===== src/hw/rtl/ffc_pkg.sv =====
// shared types, format codes and conversion functions for the format converter
// no dependencies
`default_nettype none
package ffc_pkg;

  typedef enum logic [2:0] {
    FMT_F32  = 3'd0,
    FMT_F16  = 3'd1,
    FMT_BF16 = 3'd2,
    FMT_INT8 = 3'd3,
    FMT_INT4 = 3'd4
  } fmt_t;

  localparam logic [0:0] REG_SRC = 1'd0;
  localparam logic [0:0] REG_DST = 1'd1;

  localparam logic [15:0] F16_QNAN = 16'h7E00;
  localparam logic [15:0] F16_INF  = 16'h7C00;

  typedef struct packed {
    logic [31:0] value;
    logic        status;
    logic        last;
  } result_t;

  function automatic logic [15:0] to_bf16(input logic [31:0] bits);
    logic [31:0] sum;
    sum = bits + 32'h0000_7fff + {31'd0, bits[16]};
    return sum[31:16];
  endfunction

  function automatic logic [15:0] to_f16(input logic [31:0] bits);
    logic [15:0] sgn;
    logic [7:0]  ex;
    logic [8:0]  nexp;
    sgn  = {bits[31], 15'd0};
    ex   = bits[30:23];
    nexp = {1'b0, ex} - 9'd112;
    if (ex == 8'hff)
      return (bits[22:0] != 23'd0) ? F16_QNAN : (sgn | F16_INF);
    else if (ex <= 8'd112)
      return sgn;
    else if (ex >= 8'd143)
      return sgn | F16_INF;
    else
      return sgn | {1'b0, nexp[4:0], bits[22:13]};
  endfunction

  function automatic logic [31:0] from_f16(input logic [15:0] h);
    logic [4:0] ex;
    logic [9:0] man;
    logic [9:0] nm;
    logic [3:0] lz;
    logic [7:0] e32;
    ex  = h[14:10];
    man = h[9:0];
    lz  = 4'd0;
    for (int i = 9; i >= 0; i--) begin
      if (man[i] && lz == 4'd0) lz = 4'(10 - i);
    end
    nm  = man << lz;
    e32 = 8'd113 - {4'd0, lz};
    if (ex == 5'd0) begin
      if (man == 10'd0) return {h[15], 31'd0};
      return {h[15], e32, nm, 13'd0};
    end else if (ex == 5'd31) begin
      return {h[15], 8'hff, man, 13'd0};
    end
    return {h[15], {3'd0, ex} + 8'd112, man, 13'd0};
  endfunction

endpackage
`default_nettype wire


===== src/hw/rtl/ffc_core.sv =====
// combinational conversion of one element for the current format pair
// depends on ffc_pkg
`default_nettype none
module ffc_core (
  input  wire logic [2:0]      source_format,
  input  wire logic [2:0]      dest_format,
  input  wire logic [31:0]     in_value,
  input  wire logic            in_last,
  output ffc_pkg::result_t     result
);
  import ffc_pkg::*;

  logic [15:0] h;
  assign h = in_value[15:0];

  always_comb begin
    result.value  = 32'd0;
    result.status = 1'b0;
    result.last   = in_last;
    if (source_format > FMT_INT4 || dest_format > FMT_INT4) begin
      result.status = 1'b1;
    end else if (source_format == dest_format) begin
      case (source_format)
        FMT_F32:            result.value = in_value;
        FMT_F16, FMT_BF16:  result.value = {16'd0, h};
        default:            result.value = {24'd0, in_value[7:0]};
      endcase
    end else if (source_format == FMT_F32 && dest_format == FMT_F16) begin
      result.value = {16'd0, to_f16(in_value)};
    end else if (source_format == FMT_F16 && dest_format == FMT_F32) begin
      result.value = from_f16(h);
    end else if (source_format == FMT_F32 && dest_format == FMT_BF16) begin
      result.value = {16'd0, to_bf16(in_value)};
    end else if (source_format == FMT_BF16 && dest_format == FMT_F32) begin
      result.value = {h, 16'd0};
    end else if (source_format == FMT_BF16 && dest_format == FMT_F16) begin
      result.value = {16'd0, to_f16({h, 16'd0})};
    end else if (source_format == FMT_F16 && dest_format == FMT_BF16) begin
      result.value = {16'd0, to_bf16(from_f16(h))};
    end else begin
      result.status = 1'b1;
    end
  end
endmodule
`default_nettype wire


===== src/hw/rtl/float_format_converter.sv =====
// an accepted request is registered into the result register, or into the skid register first while the output stalls
// throughput: one element per cycle while the skid stage is empty, conversion is a single combinational pass
// a skid stage keeps s_tready high while one result waits on m_tready
// reset clears the formats to float32 and empties both stages
// depends on ffc_pkg and ffc_core
`default_nettype none
module float_format_converter (
  input  wire logic        clk,
  input  wire logic        rst,
  input  wire logic        cfg_we,
  input  wire logic [0:0]  cfg_index,
  input  wire logic [2:0]  cfg_data,
  input  wire logic        s_tvalid,
  output      logic        s_tready,
  input  wire logic [31:0] s_tdata,   // in_value
  input  wire logic        s_tlast,
  output      logic        m_tvalid,
  input  wire logic        m_tready,
  output      logic [31:0] m_tdata,   // out_value
  output      logic        m_tuser,   // out_status
  output      logic        m_tlast
);
  import ffc_pkg::*;

  logic [2:0] source_format;
  logic [2:0] dest_format;
  result_t    conv;
  result_t    out_reg;
  result_t    skid;
  logic       out_valid;
  logic       skid_valid;
  logic       in_req;
  logic       out_take;

  ffc_core u_core (
    .source_format(source_format),
    .dest_format  (dest_format),
    .in_value     (s_tdata),
    .in_last      (s_tlast),
    .result       (conv)
  );

  always_ff @(posedge clk) begin
    if (rst) begin
      source_format <= FMT_F32;
      dest_format   <= FMT_F32;
    end else if (cfg_we) begin
      if (cfg_index == REG_SRC) source_format <= cfg_data;
      else                      dest_format   <= cfg_data;
    end
  end

  assign s_tready = !skid_valid;
  assign in_req   = s_tvalid && s_tready;
  assign out_take = m_tready || !out_valid;

  always_ff @(posedge clk) begin
    if (rst) begin
      out_valid  <= 1'b0;
      skid_valid <= 1'b0;
    end else begin
      if (out_take) begin
        out_valid  <= skid_valid || in_req;
        skid_valid <= 1'b0;
      end else if (in_req) begin
        skid_valid <= 1'b1;
      end
    end
  end

  always_ff @(posedge clk) begin
    if (out_take) out_reg <= skid_valid ? skid : conv;
    if (!out_take && in_req) skid <= conv;
  end

  assign m_tvalid = out_valid;
  assign m_tdata  = out_reg.value;
  assign m_tuser  = out_reg.status;
  assign m_tlast  = out_reg.last;

`ifndef SYNTHESIS
  a_skid_needs_out: assert property (@(posedge clk) disable iff (rst)
    skid_valid |-> out_valid) else $error("skid full with empty output");
  a_no_accept_full: assert property (@(posedge clk) disable iff (rst)
    skid_valid |-> !s_tready) else $error("accept while skid full");
  a_req_lands: assert property (@(posedge clk) disable iff (rst)
    in_req |=> out_valid) else $error("accepted request lost");
`endif
endmodule
`default_nettype wire

===== config.mk =====
export PLATFORM = sky130hd
export DESIGN_NAME = float_format_converter
export DESIGN_NICKNAME = d
export VERILOG_FILES = /design/src/hw/rtl/ffc_pkg.sv /design/src/hw/rtl/ffc_core.sv /design/src/hw/rtl/float_format_converter.sv
export SDC_FILE = /design/constraint.sdc
export NUM_CORES = 1
export LEC_CHECK = 0
export BUFFER_PORTS_ARGS = -buffer_cell sky130_fd_sc_hd__buf_4
export CAP_MARGIN = 20
export CORE_MARGIN = 5
export CORE_UTILIZATION = 45
export CTS_CLUSTER_DIAMETER = 200
export CTS_CLUSTER_SIZE = 10
export DETAILED_ROUTE_END_ITERATION = 7
export GPL_TIMING_DRIVEN = 0
export PLACE_DENSITY = 0.65
export SETUP_SLACK_MARGIN = 0.02
export SLEW_MARGIN = 5
export SYNTH_ARGS = -nofsm -noshare
export SYNTH_HDL_FRONTEND = slang
export SYNTH_SLANG_ARGS = --single-unit

===== constraint.sdc =====
create_clock -name clk -period 4.77 [get_ports clk]
set_input_delay 0.477 -clock clk [delete_from_list [all_inputs] [get_ports clk]]
set_output_delay 0.477 -clock clk [all_outputs]
set_load 0.02 [all_outputs]

==> flow_summary.ini, run 1 <==
[outcome]
status = completed

[clocking]
cts-resized-gates = 0
cts_setup_buffers = 0
cts_tree = done
clkTransAtPathRegs_ps = 60
cts_max_level = 3
clk_latency_ps = 340
cts_buffer_depth = 2
cts-root-buf = clkbuf_16
cts_buffers = 9
postCtsHoldBufs = 0
clock-sinks = 76

[synthesis]
synth_nets = 619
yosysWarnings = 0
ys.flop_type = edfxtp_1
synth_area_leaders = edfxtp_1 38%, mux2_2 5.0%, o21ai_0 4.0%
syn_area_um2 = 5450
synthTopCellsByCount = 68 x edfxtp_1, 51 x nand2_1, 44 x nor2_1, 44 x o21ai_0, 33 x a21oi_1
synth-edff-count = 68
yosysMostFrequentCell = edfxtp_1
synth_area_per_cell_um2 = 9.45
ys_seq_area_share_pct = 40.4
yosysTopAreaCell = edfxtp_1
syn_inst = 576
yosysUniqueCellTypes = 87
synthArstFlopShare_pct = 0
synthDominantCellAreaShare_pct = 37.5
ys_seq_elements = 76

[timing]
slew_viol_final = 0
fin_skew_ps = 16.9
final-hold-violation-count = 0
period_minus_slack_ps = 3970
max_freq_mhz = 252
tightest_slew_ps = 1100
layout_setup_ws_ps = 802
post-route-period-util_pct = 83.2
slew-limit-headroom_pct = 26.2
setup_viol = 0
rsz0062_at_grt = false

[flow_run]
maxCapViolCount = 0

[worst_setup_path]
cp-end-kind = register
crit_type = in2reg
crit_fanout = 7
arrival_ps = 4050
slowest_delay_ps = 850
path_cells = buf_4, or3_4, nor3_1, o21ai_0, a31oi_1, a31oi_1, nor4b_4, nand3_2, o211ai_2, o311ai_2, mux2_4
r2r-end = m_tdata[25]
r2r-start = source_format[1]
cp_slowest_cell = nor3_1
r2r_slack_ps = 1500
start_kind = primary input
worstPathRequired_ps = 4860
r2r_cells = 8
cp_common_cell = a31oi_1

[placement]
hpwl_um = 14100
gp_congestion = 1.01
placed_area_um2 = 6190
post-place-ws_ps = 544
port_buffers = 68

[final_layout]
finish.net_count = 701
fin_area_um2 = 6550
diodes = 0
area_growth_pct = 20.3
drive_gt1_share_pct = 24.5

[worst_hold_path]
hp-start = s_tlast
hold_path_class = in2reg
hold_depth = 1
min_to = skid[0]

[detailed_routing]
first_pass_iters = 5
vias = 5254
antenna_left = 0
wl_um = 18900
wl_per_cell_um = 23.3
drtIter0Drc = 581
drc = 0
viasPerCell = 6.49

[global_routing]
antenna_found_initial = 0
grt_pass1_wl_um = 28800
grt_pass1_vias = 4892
grt_usage_pct = 25.6
grt_overflow = 0
grt_max_degree = 38

[pwr]
peakVddDrop_mv = 0.142
leakage_nw = 2.42
power.density_nw_per_um2 = 343

[die]
io_pins = 78
fp.dieW_um = 120
die_y_um = 120
initial_core_util_pct = 45.5
dieArea_um2 = 14400
core_area_um2 = 12000
row_count = 40
[per-layer routing]
layer | track usage, % | vias to the layer above | part of all wire (%)
met4 | 7.44 | 0 | 2.5
met2 | 40.6 | 304 | 46
met3 | 3.25 | 40 | 7.9
met1 | 36.5 | 2533 | 43
li1 | - | 2377 | -
met5 | 0 | - | 0
[layout by cell type, fill, tap and decap left out, types with 4 or more instances in the layout]
master,n
buf_2,4
o211ai_1,4
o31a_1,4
buf_4,72
clkbuf_1,25
a22oi_1,20
xnor2_1,12
nand3_1,23
dfxtp_1,8
nand2b_1,6
nor2b_1,5
nor3_1,16
a31oi_1,15
bufinv_16,4
o31ai_1,5
edfxtp_1,68
or3_1,9
xor2_1,10
inv_1,10
and3_1,5
o221ai_1,4
and2_1,7
mux2i_1,7
nor2_1,44
clkbuf_16,9
nand2_1,51
a221oi_1,4
mux2_2,24
a221o_1,6
or2_2,5
o21ai_0,44
nand4_1,4
buf_6,6
a21oi_1,33
[critical path: cells and delay by family]
| kind | cells | cell delay (ps) |
|---|---|---|
| compound gates | 5 | 1110 |
| buf+inv | 1 | 150 |
| mux | 1 | 310 |
| simple gates | 4 | 2000 |
[report_power, final]
part / switching, mW / internal (mW) / leakage [nW] / total, mW
sequential: 0.0185 / 0.811 / 0.755 / 0.829
combinational: 0.350 / 0.222 / 1.49 / 0.572
clock: 0.285 / 0.563 / 0.176 / 0.849
total: 0.654 / 1.60 / 2.42 / 2.25
[final cells by class]
class	count	area, µm²
multi-input combinational	446	3000
timing repair buffer	71	544
clock buffer	9	225
buffer	41	206
clock inverter	6	138
sequential	76	2200
inverter	13	48.8
fill	1092	5410
tap	147	184
[sequential cells by signal (all words and copies together) (netlist names)]
| name | count |
|---|---|
| m_tuser | 1 |
| dest_format | 3 |
| m_tvalid | 1 |
| source_format | 3 |
| m_tdata | 32 |
| m_tlast | 1 |
| skid_valid | 1 |
| skid | 34 |
[cell families after synthesis]
kind of cell / synth area share (%)
AOI/OAI and AO/OA: 23.9
xor gates and xnor gates: 3.54
adders and majority gates: 0.230
buffers and inverters: 4.69
DFF: 40.4
muxes: 6.80
and+or+nand+nor: 20.4
[worst max-delay path by stage]
stage / startpoint / endpoint / cells after the start / slack (ps)
CTS: s_tdata[11] / m_tdata[15] / 11 / 880
detailed placement: s_tdata[11] / m_tdata[15] / 11 / 540
global placement: m_tready / skid[18] / 3 / -1390
finish: s_tdata[11] / m_tdata[15] / 11 / 800
floorplan: m_tready / skid[0] / 2 / 320
global route: s_tdata[11] / m_tdata[15] / 11 / 690
[stage by stage]
| step | power, mW | setup TNS, ps | hold WS, ps | cells | utilization (%) |
|---|---|---|---|---|---|
| 2_1_floorplan | 1.19 | 0 | 467 | 576 | - |
| 3_3_place_gp | 1.40 | -47210 | 510 | 791 | 51.3 |
| 3_5_place_dp | 1.41 | 0 | 510 | 794 | 51.7 |
| 4_1_cts | 2.25 | 0 | 321 | 809 | 54.8 |
| 5_1_grt | 2.33 | 0 | 322 | 809 | 54.8 |
| 6_report | 2.25 | 0 | 326 | 809 | 54.8 |
Note: power is estimated with default switching activity, not from simulation.
==> inputs of run 2 (changes only) <==
--- a/config.mk
+++ b/config.mk
@@ -13,7 +13,7 @@
 export CTS_CLUSTER_SIZE = 10
 export DETAILED_ROUTE_END_ITERATION = 7
 export GPL_TIMING_DRIVEN = 0
-export PLACE_DENSITY = 0.65
+export PLACE_DENSITY = 0.68
 export SETUP_SLACK_MARGIN = 0.02
 export SLEW_MARGIN = 5
 export SYNTH_ARGS = -nofsm -noshare
==> constraint.sdc (replaced) <==
create_clock -name clk -period 3.65 [get_ports clk]
set_input_delay 0.365 -clock clk [delete_from_list [all_inputs] [get_ports clk]]
set_output_delay 0.365 -clock clk [all_outputs]
set_load 0.02 [all_outputs]
==> flow_summary.ini, run 2 (synthesis gave the netlist of run 1 again) <==
[final_layout]
mostFrequentLayoutCells = 73 x buf_4, 68 x edfxtp_1, 51 x nand2_1
finish.net_count = 701
final_common_cell = buf_4
area_growth_pct = 19.7
num-fill-cells = 1082
final_util_pct = 54.5
drive_gt1_share_pct = 24.4
seq_area_um2 = 2200
diodes = 0
top_register = skid
largest_register_ffs = 34
multiInputGateArea_um2 = 3010

[worst_hold_path]
hp-start = s_tlast
hold_path_class = in2reg
hold_depth = 1
min_to = skid[0]

[worst_setup_path]
r2r_slack_ps = 370
r2r-start = source_format[1]
worstPathRequired_ps = 3750
r2r_cells = 8
cp-end-kind = register
start_kind = primary input
crit_type = in2reg
arrival_ps = 3590
r2r-end = m_tdata[26]
crit_fanout = 7

[global_routing]
grt_pass1_wl_um = 27900
grt_usage_pct = 25.1
grt_overflow = 0
grt_pass1_vias = 4957
grt_max_degree = 33
antenna_found_initial = 0

[placement]
hpwl_um = 14000
gp_congestion = 0.984
port_buffers = 68
post-place-ws_ps = -478

[timing]
rsz0062_at_grt = false
layout_setup_ws_ps = 162
fin_skew_ps = 5.50
max_freq_mhz = 287
slew_viol_final = 0
final-hold-violation-count = 0
tightest_slew_ps = 1050
period_minus_slack_ps = 3490
setup_viol = 0
slew-limit-headroom_pct = 29.1
post-route-period-util_pct = 95.6

[detailed_routing]
drtIter0Drc = 570
drc = 0
wl_per_cell_um = 22.9
first_pass_iters = 5
viasPerCell = 6.44
vias = 5213
antenna_left = 0
wl_um = 18500

[clocking]
cts-root-buf = clkbuf_16
cts_tree = done
cts_buffers = 9
clk_latency_ps = 350
cts_buffer_depth = 2
cts_max_level = 3
clock-sinks = 76
clkTransAtPathRegs_ps = 60

[pwr]
power.density_nw_per_um2 = 425
peakVddDrop_mv = 0.191
leakage_nw = 2.41

[die]
die_y_um = 120
core_area_um2 = 12000
row_count = 40
fp.dieW_um = 120
io_pins = 78
initial_core_util_pct = 45.5
dieArea_um2 = 14400

[outcome]
status = completed

[flow_run]
maxCapViolCount = 0
[run 2: cell types whose count changed in the layout (fill, tap and decap cells not counted), sizes merged]
cell,previous run,this run
clkinv,3,4
bufinv,4,2
clkbuf,36,38
[run 2: area by class of cell]
class                           count  share of cell area (%)
Inverter                           13                   0.749
Tap cell                          147                    2.82
Multi-Input combinational cell    446                    46.2
Clock buffer                       11                    3.57
Buffer                             41                    3.17
Clock inverter                      5                    1.21
Sequential cell                    76                    33.8
Timing Repair Buffer               71                    8.48
[run 2: what timing repair did]
item,4_1_cts,5_1_grt
setup buffers,0,1
pin swaps,0,1
endpoints found under the setup margin,5,2
resized for setup,1,0
hold buffers,0,0
[run 2: how the worst max path moves through the flow]
stage,start,to,slack [ps],depth (start not counted)
floorplan,s_tdata[9],m_tdata[15],430,12
global placement,m_tready,skid[18],-640,3
detailed placement,s_tdata[11],m_tdata[15],-480,11
CTS,s_tdata[7],m_tdata[15],110,12
global route,s_tdata[3],m_tdata[15],70,13
finish,s_tdata[11],m_tdata[15],160,11
[run 2: report_power, final]
part / internal, mW / switching, mW
Combinational: 0.292 / 0.454
Clock: 0.597 / 0.345
Sequential: 1.06 / 0.0235
Total: 1.95 / 0.823
[run 2: per-layer routing]
layer	up-vias	wire [µm]	part of all wire [%]	GRT usage, %
li1	2381	-	-	-
met2	292	8380	45	39.2
met5	-	0	0	0
met1	2494	8060	44	33.7
met3	46	1430	7.7	5.33
met4	0	641	3.5	10.8
[run 2: through the flow]
stage / power (mW) / area (µm²) / hold WS (ps) / instances / TNS [ps]
3_5_place_dp: 1.84 / 6190 / 517 / 793 / -5370
3_3_place_gp: 1.82 / 6140 / 506 / 791 / -26630
5_1_grt: 2.87 / 6520 / 204 / 810 / 0
4_1_cts: 2.77 / 6510 / 204 / 809 / 0
2_1_floorplan: 1.55 / 5450 / 464 / 576 / 0
6_report: 2.77 / 6520 / 205 / 810 / 0
[run 2: worst max-delay path, cell delays in order]
cell      delay [ps]
buf_4            150
or3_4            430
nor3_2           520
o21ai_0          230
a31oi_1          190
a31oi_1          220
nor4b_4          460
nand3_2          290
o211ai_2         250
o311ai_2         170
mux2_4           290
